## config.mk

```make
export PLATFORM = sky130hd
export DESIGN_NAME = ip_address_text_validator
export DESIGN_NICKNAME = d
export VERILOG_FILES = /design/src/hdl/ipav_pkg.sv /design/src/hdl/ipav_in_stage.sv /design/src/hdl/ipav_core.sv /design/src/hdl/ip_address_text_validator.sv
export VERILOG_INCLUDE_DIRS = /design/src /design/src/hdl
export SDC_FILE = /design/constraint.sdc
export NUM_CORES = 1
export LEC_CHECK = 0
export BUFFER_PORTS_ARGS = -buffer_cell sky130_fd_sc_hd__buf_2
export CELL_PAD_IN_SITES_DETAIL_PLACEMENT = 2
export CELL_PAD_IN_SITES_GLOBAL_PLACEMENT = 2
export CORE_MARGIN = 5
export CORE_UTILIZATION = 41
export DETAILED_ROUTE_END_ITERATION = 10
export HOLD_SLACK_MARGIN = 0.06
export PLACE_DENSITY = 0.95
export SLEW_MARGIN = 10
export SYNTH_ARGS = -nofsm -noshare
export SYNTH_HDL_FRONTEND = slang
export SYNTH_HIERARCHICAL = 1
export SYNTH_SLANG_ARGS = --single-unit
```

## constraint.sdc

```tcl
create_clock -name i_clk -period 7.2 [get_ports i_clk]
set_clock_uncertainty 0.05 [all_clocks]
set_input_delay 0.36 -clock i_clk [delete_from_list [all_inputs] [get_ports i_clk]]
set_output_delay 0.36 -clock i_clk [all_outputs]
set_load 0.05 [all_outputs]
```

## src/hdl/ip_address_text_validator_macros.svh

```systemverilog
// ----------------------------------------------------------------------------
// ip_address_text_validator assertion macros
// Immediate-consequence and next-cycle property wrappers, compiled out when
// NO_ASSERTIONS is defined.
// ----------------------------------------------------------------------------
`ifndef IP_ADDRESS_TEXT_VALIDATOR_MACROS_SVH
`define IP_ADDRESS_TEXT_VALIDATOR_MACROS_SVH

`ifndef NO_ASSERTIONS
`define IPAV_ASSERT_IMP(lbl, clk, rst_n, ante, cons) \
    lbl: assert property (@(posedge clk) disable iff (!rst_n) (ante) |-> (cons)) \
        else $error("ipav assertion failed");
`define IPAV_ASSERT_NEXT(lbl, clk, rst_n, ante, cons) \
    lbl: assert property (@(posedge clk) disable iff (!rst_n) (ante) |=> (cons)) \
        else $error("ipav assertion failed");
`else
`define IPAV_ASSERT_IMP(lbl, clk, rst_n, ante, cons)
`define IPAV_ASSERT_NEXT(lbl, clk, rst_n, ante, cons)
`endif

`endif

```

## src/hdl/ipav_pkg.sv

```systemverilog
// ----------------------------------------------------------------------------
// ipav_pkg
// Shared types and constants of the IP address text validator.
// ----------------------------------------------------------------------------
package ipav_pkg;

    typedef struct packed {
        logic [7:0] ch;
        logic       last;
    } t_item;

    typedef struct packed {
        logic       hex_rejected;
        logic       dec_rejected;
        logic [8:0] octet_value;
        logic [2:0] dot_count;
        logic [2:0] group_digits;
        logic [1:0] colon_run;
        logic [3:0] group_count;
        logic       seen_double_colon;
        logic       in_dotted_tail;
        logic [3:0] groups_before_tail;
    } t_state;

    localparam logic [8:0] C_OCTET_NONE       = 9'h1FF;
    localparam logic [8:0] C_OCTET_MAX        = 9'd255;
    localparam logic [2:0] C_IPV4_DOTS        = 3'd3;
    localparam logic [3:0] C_TAIL_GROUPS      = 4'd6;
    localparam logic [3:0] C_FULL_GROUPS      = 4'd8;
    localparam logic [2:0] C_GROUP_MAX_DIGITS = 3'd4;
    localparam logic [3:0] C_GROUP_SAT        = 4'd9;
    localparam logic [2:0] C_DOT_SAT          = 3'd7;
    localparam logic [2:0] C_DIGITS_SAT       = 3'd7;
    localparam logic [1:0] C_COLON_SAT        = 2'd3;

    localparam logic       C_MODE_IPV4        = 1'b0;
    localparam logic       C_MODE_IPV6        = 1'b1;

    localparam logic [7:0] C_CH_DOT           = 8'h2E;
    localparam logic [7:0] C_CH_COLON         = 8'h3A;

    localparam t_state C_STATE_RESET = '{
        hex_rejected:       1'b0,
        dec_rejected:       1'b0,
        octet_value:        C_OCTET_NONE,
        dot_count:          3'd0,
        group_digits:       3'd0,
        colon_run:          2'd0,
        group_count:        4'd0,
        seen_double_colon:  1'b0,
        in_dotted_tail:     1'b0,
        groups_before_tail: 4'd0
    };

endpackage

```

## src/hdl/ipav_in_stage.sv

```systemverilog
// ----------------------------------------------------------------------------
// ipav_in_stage
// Input register: holds one character transaction until the checker takes it.
// ----------------------------------------------------------------------------
module ipav_in_stage (
    input  logic           i_clk,
    input  logic           i_rst_n,
    input  logic           i_valid,
    output logic           o_ready,
    input  ipav_pkg::t_item i_item,
    input  logic           i_adv,
    output logic           o_valid,
    output ipav_pkg::t_item o_item
);

    logic            r_valid;
    ipav_pkg::t_item r_item;

    assign o_ready = !r_valid || i_adv;
    assign o_valid = r_valid;
    assign o_item  = r_item;

    always_ff @(posedge i_clk) begin
        if (!i_rst_n) begin
            r_valid <= 1'b0;
        end else if (i_valid && o_ready) begin
            r_valid <= 1'b1;
        end else if (i_adv) begin
            r_valid <= 1'b0;
        end
    end

    always_ff @(posedge i_clk) begin
        if (i_valid && o_ready) begin
            r_item <= i_item;
        end
    end

endmodule

```

## src/hdl/ipav_core.sv

```systemverilog
// ----------------------------------------------------------------------------
// ipav_core
// Per-character state update for the dotted-decimal and hex group checkers,
// with the verdict for the item marked last.
// ----------------------------------------------------------------------------
`include "ip_address_text_validator_macros.svh"

module ipav_core (
    input  logic            i_clk,
    input  logic            i_rst_n,
    input  logic            i_mode,
    input  logic            i_adv,
    input  ipav_pkg::t_item i_item,
    output logic            o_verdict
);

    ipav_pkg::t_state r_state;
    ipav_pkg::t_state n_state;
    ipav_pkg::t_state w_step;

    function automatic logic is_dec(input logic [7:0] c);
        return (c >= 8'h30) && (c <= 8'h39);
    endfunction

    function automatic logic is_hex(input logic [7:0] c);
        return is_dec(c) || ((c >= 8'h61) && (c <= 8'h66)) || ((c >= 8'h41) && (c <= 8'h46));
    endfunction

    function automatic ipav_pkg::t_state dec_step(input ipav_pkg::t_state s,
                                                  input logic [7:0] c);
        ipav_pkg::t_state r;
        logic [11:0]      v;
        r = s;
        // '0'..'9' carry their value in the low nibble
        v = 12'(s.octet_value) * 12'd10 + 12'(c[3:0]);
        if (!s.dec_rejected) begin
            if (c == ipav_pkg::C_CH_DOT) begin
                if (s.dot_count != ipav_pkg::C_DOT_SAT) begin
                    r.dot_count = s.dot_count + 3'd1;
                end
                if (s.octet_value == ipav_pkg::C_OCTET_NONE) begin
                    r.dec_rejected = 1'b1;
                end
                r.octet_value = ipav_pkg::C_OCTET_NONE;
            end else if (is_dec(c)) begin
                if (s.octet_value == 9'd0) begin
                    r.dec_rejected = 1'b1;     // leading zero
                end else if (s.octet_value == ipav_pkg::C_OCTET_NONE) begin
                    r.octet_value = {5'd0, c[3:0]};
                end else if (v > 12'(ipav_pkg::C_OCTET_MAX)) begin
                    r.dec_rejected = 1'b1;
                end else begin
                    r.octet_value = v[8:0];
                end
            end else begin
                r.dec_rejected = 1'b1;
            end
        end
        return r;
    endfunction

    function automatic ipav_pkg::t_state hex_step(input ipav_pkg::t_state s,
                                                  input logic [7:0] c);
        ipav_pkg::t_state r;
        r = s;
        if (!s.hex_rejected) begin
            if (c == ipav_pkg::C_CH_COLON) begin
                if (s.colon_run == 2'd0) begin
                    if (s.group_digits != 3'd0) begin
                        r.group_digits = 3'd0;
                        if (s.group_count < ipav_pkg::C_GROUP_SAT) begin
                            r.group_count = s.group_count + 4'd1;
                        end
                    end
                end else if (s.colon_run == 2'd1) begin
                    if (s.seen_double_colon) begin
                        r.hex_rejected = 1'b1;
                    end
                    r.seen_double_colon = 1'b1;
                end else begin
                    r.hex_rejected = 1'b1;
                end
                if (s.colon_run != ipav_pkg::C_COLON_SAT) begin
                    r.colon_run = s.colon_run + 2'd1;
                end
                // new group: restart its decimal view
                r.dec_rejected = 1'b0;
                r.octet_value  = ipav_pkg::C_OCTET_NONE;
                r.dot_count    = 3'd0;
            end else if (is_hex(c)) begin
                // single leading colon
                if (s.colon_run == 2'd1 && s.group_count == 4'd0) begin
                    r.hex_rejected = 1'b1;
                end
                if (s.group_digits >= ipav_pkg::C_GROUP_MAX_DIGITS) begin
                    r.hex_rejected = 1'b1;
                end
                r.colon_run = 2'd0;
                if (s.group_digits != ipav_pkg::C_DIGITS_SAT) begin
                    r.group_digits = s.group_digits + 3'd1;
                end
                r = dec_step(r, c);
            end else if (c == ipav_pkg::C_CH_DOT) begin
                r.in_dotted_tail     = 1'b1;
                r.groups_before_tail = s.group_count;
                r = dec_step(r, c);
            end else begin
                r.hex_rejected = 1'b1;
            end
        end
        return r;
    endfunction

    function automatic logic dec_ok(input ipav_pkg::t_state s);
        return !s.dec_rejected && (s.dot_count == ipav_pkg::C_IPV4_DOTS) &&
               (s.octet_value != ipav_pkg::C_OCTET_NONE);
    endfunction

    function automatic logic hex_ok(input ipav_pkg::t_state s);
        logic [3:0] blocks;
        logic       ok;
        blocks = s.group_count;
        if (s.group_digits != 3'd0 && s.group_count < ipav_pkg::C_GROUP_SAT) begin
            blocks = s.group_count + 4'd1;
        end
        if (s.hex_rejected) begin
            ok = 1'b0;
        end else if (s.in_dotted_tail) begin
            ok = dec_ok(s) && (s.seen_double_colon ?
                               (s.groups_before_tail < ipav_pkg::C_TAIL_GROUPS) :
                               (s.groups_before_tail == ipav_pkg::C_TAIL_GROUPS));
        end else if (s.colon_run == 2'd1) begin
            ok = 1'b0;
        end else begin
            ok = s.seen_double_colon ? (blocks < ipav_pkg::C_FULL_GROUPS) :
                                       (blocks == ipav_pkg::C_FULL_GROUPS);
        end
        return ok;
    endfunction

    always_comb begin
        if (i_mode == ipav_pkg::C_MODE_IPV4 || r_state.in_dotted_tail) begin
            w_step = dec_step(r_state, i_item.ch);
        end else begin
            w_step = hex_step(r_state, i_item.ch);
        end
        o_verdict = (i_mode == ipav_pkg::C_MODE_IPV6) ? hex_ok(w_step) : dec_ok(w_step);
        n_state   = i_item.last ? ipav_pkg::C_STATE_RESET : w_step;
    end

    always_ff @(posedge i_clk) begin
        if (!i_rst_n) begin
            r_state <= ipav_pkg::C_STATE_RESET;
        end else if (i_adv) begin
            r_state <= n_state;
        end
    end

    `IPAV_ASSERT_NEXT(a_clear_after_last, i_clk, i_rst_n, i_adv && i_item.last, r_state == ipav_pkg::C_STATE_RESET)
    `IPAV_ASSERT_IMP(a_count_sat, i_clk, i_rst_n, 1'b1, (r_state.group_count <= ipav_pkg::C_GROUP_SAT) && (r_state.groups_before_tail <= ipav_pkg::C_GROUP_SAT))
    `IPAV_ASSERT_IMP(a_tail_on_dot, i_clk, i_rst_n, $rose(r_state.in_dotted_tail), $past(i_adv && (i_item.ch == ipav_pkg::C_CH_DOT)))

endmodule

```

## src/hdl/ip_address_text_validator.sv

```systemverilog
// ----------------------------------------------------------------------------
// ip_address_text_validator
// Streams address text one character per transaction and returns a single
// valid/invalid verdict on the character marked last (IPv4 or IPv6 mode).
// ----------------------------------------------------------------------------
//   channel   direction  handshake            payload
//   char in   input      i_valid / o_ready    i_ch[7:0], i_last
//   verdict   output     o_valid / i_ready    o_valid_res
//   mode cfg  input      i_cfg_we             i_cfg_data (0 = IPv4, 1 = IPv6)
//
// One character per cycle sustained, except while a last character holds; the
// verdict is registered through the checker update into the result register.
// Reset clears the checker state and sets mode to IPv6.
// Non-last characters keep flowing while a verdict waits; a last character
// holds in the input register only while the result register is still full.
// ----------------------------------------------------------------------------
`include "ip_address_text_validator_macros.svh"

module ip_address_text_validator (
    input  logic       i_clk,
    input  logic       i_rst_n,
    input  logic       i_valid,
    output logic       o_ready,
    input  logic [7:0] i_ch,
    input  logic       i_last,
    output logic       o_valid,
    input  logic       i_ready,
    output logic       o_valid_res,
    input  logic       i_cfg_we,
    input  logic       i_cfg_data
);

    logic            r_mode;
    logic            r_out_valid;
    logic            r_valid_res;
    logic            w_stage_valid;
    logic            w_adv;
    logic            w_verdict;
    ipav_pkg::t_item w_in_item;
    ipav_pkg::t_item w_item;

    assign w_in_item.ch   = i_ch;
    assign w_in_item.last = i_last;

    // a last character needs room in the result register
    assign w_adv = w_stage_valid && (!w_item.last || !r_out_valid || i_ready);

    ipav_in_stage u_in_stage (
        .i_clk   (i_clk),
        .i_rst_n (i_rst_n),
        .i_valid (i_valid),
        .o_ready (o_ready),
        .i_item  (w_in_item),
        .i_adv   (w_adv),
        .o_valid (w_stage_valid),
        .o_item  (w_item)
    );

    ipav_core u_core (
        .i_clk     (i_clk),
        .i_rst_n   (i_rst_n),
        .i_mode    (r_mode),
        .i_adv     (w_adv),
        .i_item    (w_item),
        .o_verdict (w_verdict)
    );

    always_ff @(posedge i_clk) begin
        if (!i_rst_n) begin
            r_mode <= ipav_pkg::C_MODE_IPV6;
        end else if (i_cfg_we) begin
            r_mode <= i_cfg_data;
        end
    end

    always_ff @(posedge i_clk) begin
        if (!i_rst_n) begin
            r_out_valid <= 1'b0;
        end else if (w_adv && w_item.last) begin
            r_out_valid <= 1'b1;
        end else if (i_ready) begin
            r_out_valid <= 1'b0;
        end
    end

    always_ff @(posedge i_clk) begin
        if (w_adv && w_item.last) begin
            r_valid_res <= w_verdict;
        end
    end

    assign o_valid     = r_out_valid;
    assign o_valid_res = r_valid_res;

    `IPAV_ASSERT_IMP(a_out_from_last, i_clk, i_rst_n, $rose(o_valid), $past(w_adv && w_item.last))
    `IPAV_ASSERT_IMP(a_full_stage_moves, i_clk, i_rst_n, i_valid && o_ready && w_stage_valid, w_adv)

endmodule
```

-- After elaboration in Yosys (flattened, before gate mapping)
Cells that the tools add are included.
- output and inout bits: 3
- flip-flop bits (word level): 42
- input port bits: 15
- $add $sub $neg: 6
- $lt $le $gt $ge: 12
- muxes and demuxes: 47
- multiply operators: 1
- equal/unequal tests: 12
- bitwise operators: 1
- reduce and logical (&&, ||, !) cells: 28
- operators by type and width (cell ; count):
    $mux W29 ; 4
    $mux W9 ; 4
    $mux W28 ; 1
    $mux W13 ; 2
    $mux W24 ; 1
    $mux W1 ; 23
    $eq A8 B6 Y1 const B ; 2
    $ge A8 B7 Y1 const B ; 2
    $le A8 B7 Y1 const B ; 2
    $mux W4 ; 4
    $mux W3 ; 5
    $add A12 B4 Y12 ; 1
    $gt A12 B8 Y1 const B ; 1
    $lt A4 B4 Y1 const B ; 3
    $logic_and A1 B1 Y1 ; 11
    $mul A9 B3 Y11 const B ; 1
    $mux W10 ; 1
    $eq A9 B9 Y1 const B ; 1
    $logic_not A9 Y1 ; 1
    $ne A9 B9 Y1 const B ; 1
    $add A4 B1 Y4 const B ; 2
    $ge A8 B6 Y1 const B ; 1
    $le A8 B6 Y1 const B ; 1
    $add A3 B1 Y3 const B ; 2
    18 further kinds ; 30

-- Logic depth before layout (Yosys ltp)
Gate-level depths: netlist of the first run.
- depth in word-level cells: 22
- mapped depth: 14
- mapped depth without buffers: 14

-- Hierarchy
Netlist of the first run, hierarchy kept.
- modules (own cells, without submodules) (module ; cells each ; times used ; area each (µm²) ; sequential area each (µm²)):
    ipav_core ; 416 ; 1 ; 3106.7 ; 580.6
    ipav_in_stage ; 14 ; 1 ; 327.8 ; 290.3
    ip_address_text_validator ; 11 ; 1 ; 118.9 ; 70.1

-- Worst setup path after synthesis of the first run
OpenSTA, ideal clock, no wires.
- kind: register to register
- start: register u_core/r_state[19] (netlist bit)
- end: register r_valid_res, in the netlist o_valid_res, data pin
- arrival: 3457 ps
- required time: 6878 ps
- stages on the path, launching flop included: 13
- setup slack: 3421 ps
- clock period less this slack: 3779 ps
- path through: dfxtp_1 > ha_1 > ha_1 > fa_1 > a211oi_2 > nor4b_1 > or4_4 > nand4_1 > o21a_2 > a21oi_1 > or3_1 > a2111oi_2 > a211oi_2
- longest elaborated chain between the ends: 20
- elaborated cells between the ends (all ways): 30
- those cells by class: add/sub: 1; mul: 1; order compare: 1; eq/ne: 2; mux: 20; reduce/logical: 5
- ends and longest elaborated chain (item ; line ; RTL):
    start: declaration ; ipav_core.sv:17 ; ipav_pkg::t_state r_state;
    start signal: assignment ; ipav_core.sv:153 ; r_state <= ipav_pkg::C_STATE_RESET;
    start signal: assignment ; ipav_core.sv:155 ; r_state <= n_state;
    $mul A9 B3 Y11 ; ipav_core.sv:35 ; v = 12'(s.octet_value) * 12'd10 + 12'(c[3:0]);
    $add A12 B4 Y12 ; ipav_core.sv:35 ;
    $gt A12 B8 Y1 ; ipav_core.sv:50 ; end else if (v > 12'(ipav_pkg::C_OCTET_MAX)) begin
    $mux W1 ; ipav_core.sv:50 ;
    $mux W1 ; ipav_core.sv:48 ; end else if (s.octet_value == ipav_pkg::C_OCTET_NONE) begin
    $mux W1 ; ipav_core.sv:46 ; if (s.octet_value == 9'd0) begin
    $mux W1 ; ipav_core.sv:45 ; end else if (is_dec(c)) begin
    $mux W10 ; ipav_core.sv:37 ; if (c == ipav_pkg::C_CH_DOT) begin
    [... 4 more ...] ; n/a ;
    $mux W29 * ; ipav_core.sv:142 ; if (i_mode == ipav_pkg::C_MODE_IPV4 || r_state.in_dotted_tail) begin
    parallel branches: the longest is 2 deep, another holds $ne A9 B9 Y1 ; n/a ;
    $logic_and A1 B1 Y1 * ; ipav_core.sv:115 ; return !s.dec_rejected && (s.dot_count == ipav_pkg::C_IPV4_DOTS) &&
    $logic_and A1 B1 Y1 ; ipav_core.sv:129 ; ok = dec_ok(s) && (s.seen_double_colon ?
    $mux W1 ; ipav_core.sv:128 ; end else if (s.in_dotted_tail) begin
    $mux W1 ; ipav_core.sv:126 ; if (s.hex_rejected) begin
    $mux W1 * ; ipav_core.sv:147 ; o_verdict = (i_mode == ipav_pkg::C_MODE_IPV6) ? hex_ok(w_step) : dec_ok(w_step);
    via w_verdict ; ip_address_text_validator.sv:38 ; logic w_verdict;
    end signal: assignment ; ip_address_text_validator.sv:88 ; r_valid_res <= w_verdict;
    end: declaration ; ip_address_text_validator.sv:35 ; logic r_valid_res;
Mark *: on every way through the listed nets, which the timed path passes.
A chain may end at the register's enable or synchronous reset.

-- Final worst setup path of the first run
Same ends and word-level chain as after synthesis.

==> reports/metrics.yaml, run 1 <==
status:
  status: "complete, no violations"
hold_path:
  hold_path_depth: 1
  worst_hold_path.endpoint: "u_in_stage/o_item[5]$_DFFE_PP_"
  hp-start: "i_ch[4]"
  hold_class: "input port to flip-flop"
sta:
  fmax_mhz: 198
  tns_ns: 0
  worst_slew_pin_slew_ns: 1.06
  post-route-min-period_ns: 5.06
  finalMaxSlewViolations: 0
  hold_violations: 0
  relSlewSlack_pct: 28.4
  worst_slack_ns: 2.14
  fin_crit_sh_pct: 70.3
  rsz0062_at_grt: "false"
  setup_viol: 0
route:
  wire_per_inst_um: 29.2
  viasPerCell: 7.09
  drtPass1Iterations: 5
  drt_iter0_drc: 395
  vias: 3957
  drc: 0
  detail-route-antenna-nets: 0
  routed_wl_um: 16300
finish:
  finish.utilization_pct: 44.7
  areaGrowthSynthToFinish_pct: 8.13
  drive_gt1_share_pct: 14.7
  num_antenna_cells: 0
  nets: 491
  stdcell_area_um2: 3840
floorplan:
  core_area_um2: 8590
  die_w_um: 103
  initial_utilization_pct: 41.4
  rows: 34
  pin_count: 18
  die-area_um2: 10600
  die_height_um: 103
yosys:
  synth-xor-area-share_pct: 2.22
  yosysTopAreaCell: "dfxtp_1"
  netlist_area_um2: 3550
  synthAdderAreaFrac_pct: 9.93
  synth_simple_gate_area_share_pct: 28.7
  synth_compound_area_share_pct: 26.7
  ys_seq_area_share_pct: 26.5
  synth_warnings: 6
  ys_top_cells_by_count: "nor2_1, nand2_1, dfxtp_1"
  syn_nets: 483
  ys_ff_latch: 42
  syn-mean-instance-area_um2: 8.06
  synth_top_area_share_pct: 18.0
  syn_inst: 441
  synth_edf_count: 10
  synth_top_family_by_area: "simple AND/OR/NAND/NOR gates"
  synth_area_leaders: "dfxtp_1, ha_1, edfxtp_1, nor2_1, a21oi_1"
  synthMuxAreaShare_pct: 2.36
  synthArstFlopShare_pct: 0
  synth_cell_types: 86
  yosysMostFrequentCell: "nor2_1"
  synth_ff_type: "dfxtp_1"
clock_tree:
  cts.sinks: 42
  max-clock-path-buffers: 2
  cts_tree: "yes"
  cts_root_buf: "clkbuf_8"
  cts_buffers: 5
  ctsResizeCount: 0
  cts_hold_buf: 0
  post-cts-setup-buffer-count: 0
  clk_latency_ns: 0.32
  cts_max_level: 2
  clkTransAtPathRegs_ns: 0.10
place:
  placed_area_um2: 3710
  dp_slack_ns: 2.92
  io_buffers: 17
  dp_hpwl_um: 10300
  gp_congestion: 0.864
power_and_ir_drop:
  ir_worst_vdd_v: 0.000140
  powerDensity_nw_per_um2: 153
  p_leak_nw: 1.50
global_route:
  grt-ovfl-total: 0
  grt_max_degree: 33
  grt_usage_pct: 32.0
  grt_pass1_vias: 4307
  grt_pass1_wl_um: 25500
  antenna_found_initial: 0
setup_path:
  crit_arrival_ns: 5.06
  timing.rr.start: "u_core/r_state[19]$_SDFFE_PN1P_"
  path_class: "flip-flop to flip-flop"
  ff2ff_path_depth: 13
  critical_path.endpoint_type: "flip-flop"
  startpoint_type: "flip-flop"
  reg2reg_slack_ns: 2.14
  timing.rr.end: "o_valid_res$_DFFE_PP_"
  critPathRequiredTime_ns: 7.20
  crit_fanout: 8
flow_run:
  cap_violations: 0
==> logic make-up after synthesis <==
family,Yosys count
and+or+nand+nor,186
AOI/OAI and AO/OA,137
DFF,42
buffers and inverters,32
adders and majority gates,27
xor gates and xnor gates,9
muxes,8
==> registers in the layout, indices dropped and copies added (netlist names) <==
register,flops
o_valid,1
o_valid_res,1
r_mode,1
u_core/r_state,29
u_in_stage/o_item,9
u_in_stage/o_valid,1
==> power by group <==
group / leakage, nW / switching [mW] / internal (mW)
clock: 0.0665 / 0.101 / 0.125
combinational: 1.08 / 0.0703 / 0.0335
sequential: 0.355 / 0.0116 / 0.247
total: 1.50 / 0.183 / 0.406
==> worst max-delay path: stages (launching register included) <==
cell and delay (ns):
dfxtp_1 0.60, ha_1 0.32, ha_1 0.29, fa_1 0.59, nand2_1 0.10, or2_1 0.27
nor4_2 0.30, nor2_1 0.12, o21ai_2 0.32, o21ai_2 0.21, a2111oi_0 0.78, o22ai_1 0.28
a2111oi_2 0.42, a211oi_2 0.15
==> metal layers <==
layer / GRT usage [%] / vias up / share of wire [%]
li1: - / 1663 / -
met5: 0 / - / 0
met1: 38.0 / 1959 / 39
met2: 54.4 / 252 / 49
met4: 16.5 / 0 / 5.6
met3: 6.36 / 83 / 6.9
==> final cells by class <==
class | instances | area [µm²]
Sequential cell | 42 | 941
Timing Repair Buffer | 18 | 92.6
Fill cell | 944 | 4750
Clock buffer | 6 | 93.8
Clock inverter | 2 | 38.8
Inverter | 15 | 56.3
Multi-Input combinational cell | 367 | 2480
Tap cell | 108 | 135
==> placed cells by master (no fill, tap or decap), types with 3 or more instances in the layout <==
cell type	count
mux2i_1	5
ha_1	25
nor3b_1	3
dfxtp_1	32
a22oi_1	6
nor4b_1	3
nand3_1	11
nor2b_1	12
nand2_1	38
a311oi_1	4
clkbuf_8	5
and3b_1	3
buf_2	17
a21o_1	6
mux2_2	3
and3_2	3
nor3_1	13
xnor2_1	7
o22ai_1	13
o21ai_1	5
nand2b_1	6
a21oi_1	29
edfxtp_1	10
and2_1	11
nor2_1	43
o21ai_0	24
o21ai_2	3
nor2_2	3
or3_1	4
a211oi_1	4
nor4_1	3
a31oi_1	5
inv_1	15
nand4_1	7
==> how the worst max path moves through the flow <==
stage,startpoint,to,slack [ns],cells past startpoint
4_1_cts,u_core/r_state[19]$_SDFFE_PN1P_,o_valid_res$_DFFE_PP_,2.46,13
2_1_floorplan,u_core/r_state[19]$_SDFFE_PN1P_,o_valid_res$_DFFE_PP_,3.42,12
3_5_place_dp,u_core/r_state[19]$_SDFFE_PN1P_,o_valid_res$_DFFE_PP_,2.92,13
5_1_grt,u_core/r_state[19]$_SDFFE_PN1P_,o_valid_res$_DFFE_PP_,2.04,13
6_report,u_core/r_state[19]$_SDFFE_PN1P_,o_valid_res$_DFFE_PP_,2.14,13
3_3_place_gp,u_core/r_state[19]$_SDFFE_PN1P_,o_valid_res$_DFFE_PP_,3.20,12
==> per-stage QoR <==
step,power [mW],hold WS [ns],std cells
after floorplan,0.325,0.372,441
after detailed placement,0.356,0.425,550
after CTS,0.587,0.149,558
final,0.589,0.161,558
after global routing,0.608,0.145,558
after global placement,0.348,0.416,550
Power figures use the tool's default switching activity.
==> run 2: changes to the inputs <==
Settings changed: CORE_UTILIZATION 41 to 38, PLACE_DENSITY 0.95 to 0.93.
Clock period 7.2 ns to 5.12 ns, I/O delays scaled along.
==> reports/metrics.yaml, run 2 (synthesized netlist as in run 1, its figures left out) <==
clock_tree:
  cts_root_buf: "clkbuf_8"
  post-cts-setup-buffer-count: 0  # unchanged
  max-clock-path-buffers: 2  # unchanged
  cts_buffers: 5  # unchanged
  cts.sinks: 42  # unchanged
  ctsResizeCount: 0  # unchanged
  cts_tree: "yes"
  clkTransAtPathRegs_ns: 0.10  # about the same
  cts_hold_buf: 0  # unchanged
  clk_latency_ns: 0.31  # about the same
  cts_max_level: 2  # unchanged
sta:
  hold_violations: 0  # unchanged
  worst_slew_pin_slew_ns: 1.02  # -0.0470 ns
  finalMaxSlewViolations: 0  # unchanged
  setup_viol: 0  # unchanged
  rsz0062_at_grt: "false"
  relSlewSlack_pct: 31.6  # +3.2 points
  fin_crit_sh_pct: 91.9  # +22 points
  tns_ns: 0  # unchanged
  fmax_mhz: 212  # +7.5%
  post-route-min-period_ns: 4.71  # -0.353 ns
power_and_ir_drop:
  powerDensity_nw_per_um2: 206  # +34%
  p_total_uw: 785  # +33%
  ir_worst_vdd_v: 0.000152  # +8.9%
  p_leak_nw: 1.49  # -0.94%
place:
  io_buffers: 17  # unchanged
  dp.cells: 553  # +0.55%
  dp_hpwl_um: 10300  # +0.11%
  gp_congestion: 0.852  # -1.4%
floorplan:
  initial_utilization_pct: 38.6  # -2.7 points
  die-area_um2: 11400  # +7.1%
  rows: 35  # +2.9%
  core_area_um2: 9200  # +7.0%
  die_w_um: 107  # +3.5%
  die_height_um: 107  # +3.5%
  pin_count: 18  # unchanged
finish:
  areaGrowthSynthToFinish_pct: 7.50
  layout.cells.non_filler: 561  # +0.54%
  final_cell_mix: "nor2_1, nand2_1, dfxtp_1"
  drive_gt1_share_pct: 14.2  # -0.44 points
  num_antenna_cells: 0  # unchanged
  nFillCells: 1029  # +9.0%
  layout.cells.most_common: "nor2_1"
  largest_reg_flops: 29  # unchanged
  nets: 491  # unchanged
  top_register: "u_core/r_state"
  finish.utilization_pct: 41.5  # -3.2 points
setup_path:
  reg2reg_slack_ns: 0.41  # -1.73 ns
  timing.rr.end: "o_valid_res$_DFFE_PP_"
  critical_path.endpoint_type: "flip-flop"
  timing.rr.start: "u_core/r_state[19]$_SDFFE_PN1P_"
  startpoint_type: "flip-flop"
  crit_fanout: 8  # unchanged
  path_class: "flip-flop to flip-flop"
  critPathRequiredTime_ns: 5.12  # -2.08 ns
  crit_arrival_ns: 4.71  # -0.35 ns
  crit_start: "u_core/r_state[19]$_SDFFE_PN1P_"
  ff2ff_path_depth: 13  # unchanged
hold_path:
  hp-start: "i_ch[2]"
  hold_path_depth: 1  # unchanged
  worst_hold_path.endpoint: "u_in_stage/o_item[3]$_DFFE_PP_"
  hold_class: "input port to flip-flop"
global_route:
  grt_pass1_wl_um: 26000  # +2.0%
  grt_usage_pct: 29.6  # -2.3 points
  grt_pass1_vias: 4315  # +0.19%
  grt-ovfl-total: 0  # unchanged
  antenna_found_initial: 0  # unchanged
  grt_max_degree: 33  # unchanged
route:
  detail-route-antenna-nets: 0  # unchanged
  drtPass1Iterations: 5  # unchanged
  viasPerCell: 6.85  # -3.4%
  routed_wl_um: 16500  # +1.6%
  wire_per_inst_um: 29.5  # +1.1%
  drc: 0  # unchanged
  drt_iter0_drc: 300  # -24%
  vias: 3845  # -2.8%
status:
  status: "complete, no violations"
flow_run:
  cap_violations: 0  # unchanged
run 2: cell types whose count changed in the layout (fill, tap and decap cells not counted), sizes merged:
| cell | change |
|---|---|
| clkinv | -1 |
| clkbuf | +1 |
run 2: final cells by class:
class	instances	area [µm²]	share of cell area, %
repair buffers	18	92.6	2.42
clock inverters	1	30.0	0.786
well taps	111	139	3.64
multi-input cells	367	2480	65.1
flip-flops and latches	42	941	24.6
clock buffers	7	76.3	2.00
inverters	15	56.3	1.47
run 2: power by group:
part | switching (mW) | internal [mW]
Combinational | 0.0974 | 0.0471
Clock | 0.130 | 0.146
Sequential | 0.0164 | 0.348
run 2: worst max path at each step:
stage                                  endpoint  slack, ns  cells after the start
after global routing      o_valid_res$_DFFE_PP_       0.20                     13
after detailed placement  o_valid_res$_DFFE_PP_       0.76                     12
after global placement    o_valid_res$_DFFE_PP_       1.13                     12
final                     o_valid_res$_DFFE_PP_       0.41                     13
after floorplan           o_valid_res$_DFFE_PP_       1.34                     12
after CTS                 o_valid_res$_DFFE_PP_       0.51                     12
run 2: stage by stage:
step	setup WS, ns	instance area (µm²)	hold slack [ns]
2_1_floorplan	1.34	3550	0.268
3_3_place_gp	1.13	3710	0.383
3_5_place_dp	0.755	3710	0.385
4_1_cts	0.511	3820	0.0769
5_1_grt	0.197	3820	0.0733
6_report	0.414	3820	0.0796
run 2: critical path: stages, from the launching register on:
cell       delay, ns
dfxtp_1         0.53
ha_1            0.31
ha_1            0.31
fa_1            0.51
a211oi_2        0.38
nor2_1          0.12
xor2_1          0.18
and3_2          0.22
o21ai_2         0.29
o21ai_2         0.21
a2111oi_0       0.65
o22ai_1         0.21
a2111oi_2       0.34
a211oi_2        0.14
run 2: per-layer routing:
metal | vias to the layer above | global-route usage (%) | part of all wire (%)
li1 | 1653 | - | -
met1 | 1890 | 34.3 | 39
met2 | 232 | 52.7 | 49
met3 | 70 | 6.26 | 7.1
met4 | 0 | 12.4 | 4.7
met5 | - | 0 | 0
==> run 3: changes to the inputs <==
Settings changed: CORE_UTILIZATION 38 to 41, PLACE_DENSITY 0.93 to 0.95.
Clock period 5.12 ns to 5.83 ns, I/O delays scaled along.
==> reports/metrics.yaml, run 3 (synthesized netlist as in run 1, its figures left out) <==
sta:
  fmax_mhz: 216  # +1.7%
  setup_viol: 0  # unchanged
  rsz0062_at_grt: "false"
  holdWs_ns: 0.0997  # +0.0201 ns
  worst_slew_pin_slew_ns: 0.961  # -0.0569 ns
  finalMaxSlewViolations: 0  # unchanged
  relSlewSlack_pct: 35.4  # +3.8 points
  tns_ns: 0  # unchanged
  fin_crit_sh_pct: 79.4  # -13 points
  post-route-min-period_ns: 4.63  # -0.0779 ns
  hold_violations: 0  # unchanged
  worst_slack_ns: 1.20  # +0.788 ns
route:
  drt_iter0_drc: 352  # +17%
  viasPerCell: 6.92  # +0.96%
  drc: 0  # unchanged
  top_layer: "met4"
  detail-route-antenna-nets: 0  # unchanged
  wl_met1_um: 6400  # -0.90%
  wire_per_inst_um: 28.4  # -3.6%
  wl_met3_um: 1100  # -6.4%
  route.met2.wl_um: 7690  # -5.4%
  routed_wl_um: 15900  # -4.1%
  vias: 3861  # +0.42%
  drtPass1Iterations: 5  # unchanged
setup_path:
  cp_slowest_cell: "dfxtp_1"
  crit_arrival_ns: 4.61  # -0.10 ns
  startpoint_type: "flip-flop"
  timing.rr.start: "u_core/r_state[19]$_SDFFE_PN1P_"
  critical_path.endpoint_type: "flip-flop"
  path_class: "flip-flop to flip-flop"
  crit_fanout: 8  # unchanged
  ff2ff_path_depth: 13  # unchanged
  crit_chain: "ha_1, ha_1, fa_1, xnor2_1, or2_1, nor4_2, nor2_1, o21ai_2, o21ai_2, a2111oi_0, o22ai_1, a2111oi_2, a211oi_2"
  cp_top_family: "compound AO/OA/AOI/OAI gates"
  worst-path-buf-inv: 0  # unchanged
  reg2reg_slack_ns: 1.20  # +0.79 ns
  critPathRequiredTime_ns: 5.81  # +0.69 ns
  crit_start: "u_core/r_state[19]$_SDFFE_PN1P_"
  timing.rr.end: "o_valid_res$_DFFE_PP_"
  max_stage_delay_ns: 0.60  # -0.05 ns
power_and_ir_drop:
  power_frac_seq_pct: 48.6  # +2.2 points
  p_int_uw: 443  # -18%
  switching_share_pct: 32.6  # +1.6 points
  p_clk_share_pct: 32.4  # -2.8 points
  p_comb_share_pct: 18.9  # +0.5 points
  ir_worst_vdd_v: 0.000142  # -6.6%
  p_leak_nw: 1.48  # about the same
  p_sw_uw: 214  # -12%
  powerDensity_nw_per_um2: 173  # -16%
clock_tree:
  clk_latency_ns: 0.31  # about the same
  cts_buffers: 5  # unchanged
  post-cts-setup-buffer-count: 0  # unchanged
  cts_root_buf: "clkbuf_8"
  cts_tree: "yes"
  clkTransAtPathRegs_ns: 0.10  # about the same
  cts_hold_buf: 0  # unchanged
  cts_max_level: 2  # unchanged
  ctsResizeCount: 0  # unchanged
  max-clock-path-buffers: 2  # unchanged
  cts.sinks: 42  # unchanged
finish:
  nets: 491  # unchanged
  num_antenna_cells: 0  # unchanged
  final_cell_mix: "nor2_1, nand2_1, dfxtp_1"
  largest_reg_flops: 29  # unchanged
  layout.cells.most_common: "nor2_1"
  finish.utilization_pct: 44.3  # +2.7 points
  top_register: "u_core/r_state"
  nFillCells: 971  # -5.6%
  areaGrowthSynthToFinish_pct: 7.04
  drive_gt1_share_pct: 14.7  # +0.44 points
  stdcell_area_um2: 3800  # -0.43%
place:
  dp_hpwl_um: 10100  # -2.0%
  gp_congestion: 0.864  # +1.4%
  dp_slack_ns: 1.56  # +0.802 ns
  placed_area_um2: 3710  # -0.10%
  io_buffers: 17  # unchanged
floorplan:
  die-area_um2: 10600  # -6.6%
  die_height_um: 103  # -3.4%
  die_w_um: 103  # -3.4%
  initial_utilization_pct: 41.4  # +2.7 points
  rows: 34  # -2.9%
  pin_count: 18  # unchanged
  core_area_um2: 8590  # -6.6%
hold_path:
  worst_hold_path.endpoint: "u_in_stage/o_item[4]$_DFFE_PP_"
  hp-start: "i_ch[3]"
  hold_class: "input port to flip-flop"
  hold_path_depth: 1  # unchanged
status:
  status: "complete, no violations"
global_route:
  grt_usage_pct: 31.4  # +1.7 points
  grt-ovfl-total: 0  # unchanged
  grt_max_degree: 33  # unchanged
  grt_pass1_vias: 4295  # -0.46%
  grt_pass1_wl_um: 25100  # -3.5%
  antenna_found_initial: 0  # unchanged
flow_run:
  cap_violations: 0  # unchanged
-- run 3: cell count changes in the layout (fill, tap and decap cells not counted) --
cell,previous run,this run
clkinv_2,0,1
bufinv_16,1,0
clkbuf_8,5,6
clkbuf_1,2,0
inv_4,0,1
-- run 3: worst max-delay path by stage --
stage                                       end  cells past startpoint  slack, ns
final                     o_valid_res$_DFFE_PP_                     13       1.20
after global routing      o_valid_res$_DFFE_PP_                     13       0.98
after CTS                 o_valid_res$_DFFE_PP_                     13       1.29
after detailed placement  o_valid_res$_DFFE_PP_                     13       1.56
after global placement    o_valid_res$_DFFE_PP_                     12       1.83
after floorplan           o_valid_res$_DFFE_PP_                     12       2.05
-- run 3: metal layers --
layer / up-vias / GRT usage [%]
met3: 63 / 7.71
met1: 1918 / 37.3
met5: - / 0
met4: 0 / 13.5
met2: 208 / 53.6
li1: 1672 / -
-- run 3: layout make-up --
cell class / count / area [µm²] / area share [%]
Tap cell: 108 / 135 / 3.55
Clock buffer: 6 / 82.6 / 2.17
Timing Repair Buffer: 18 / 92.6 / 2.43
Multi-Input combinational cell: 367 / 2480 / 65.3
Inverter: 15 / 56.3 / 1.48
Clock inverter: 2 / 11.3 / 0.296
Sequential cell: 42 / 941 / 24.7
-- run 3: through the flow --
stage | power [mW] | instances
global route | 0.679 | 558
global placement | 0.429 | 550
detailed placement | 0.439 | 550
floorplan | 0.401 | 441
finish | 0.657 | 558
CTS | 0.652 | 558
-- run 3: power groups by stage --
stage | clock, mW | sequential [mW] | combinational (mW)
after CTS | 0.212 | 0.319 | 0.122
after global placement | 0 | 0.323 | 0.106
final | 0.213 | 0.320 | 0.124
after global routing | 0.227 | 0.320 | 0.132
after detailed placement | 0 | 0.325 | 0.115
after floorplan | 0 | 0.319 | 0.0815
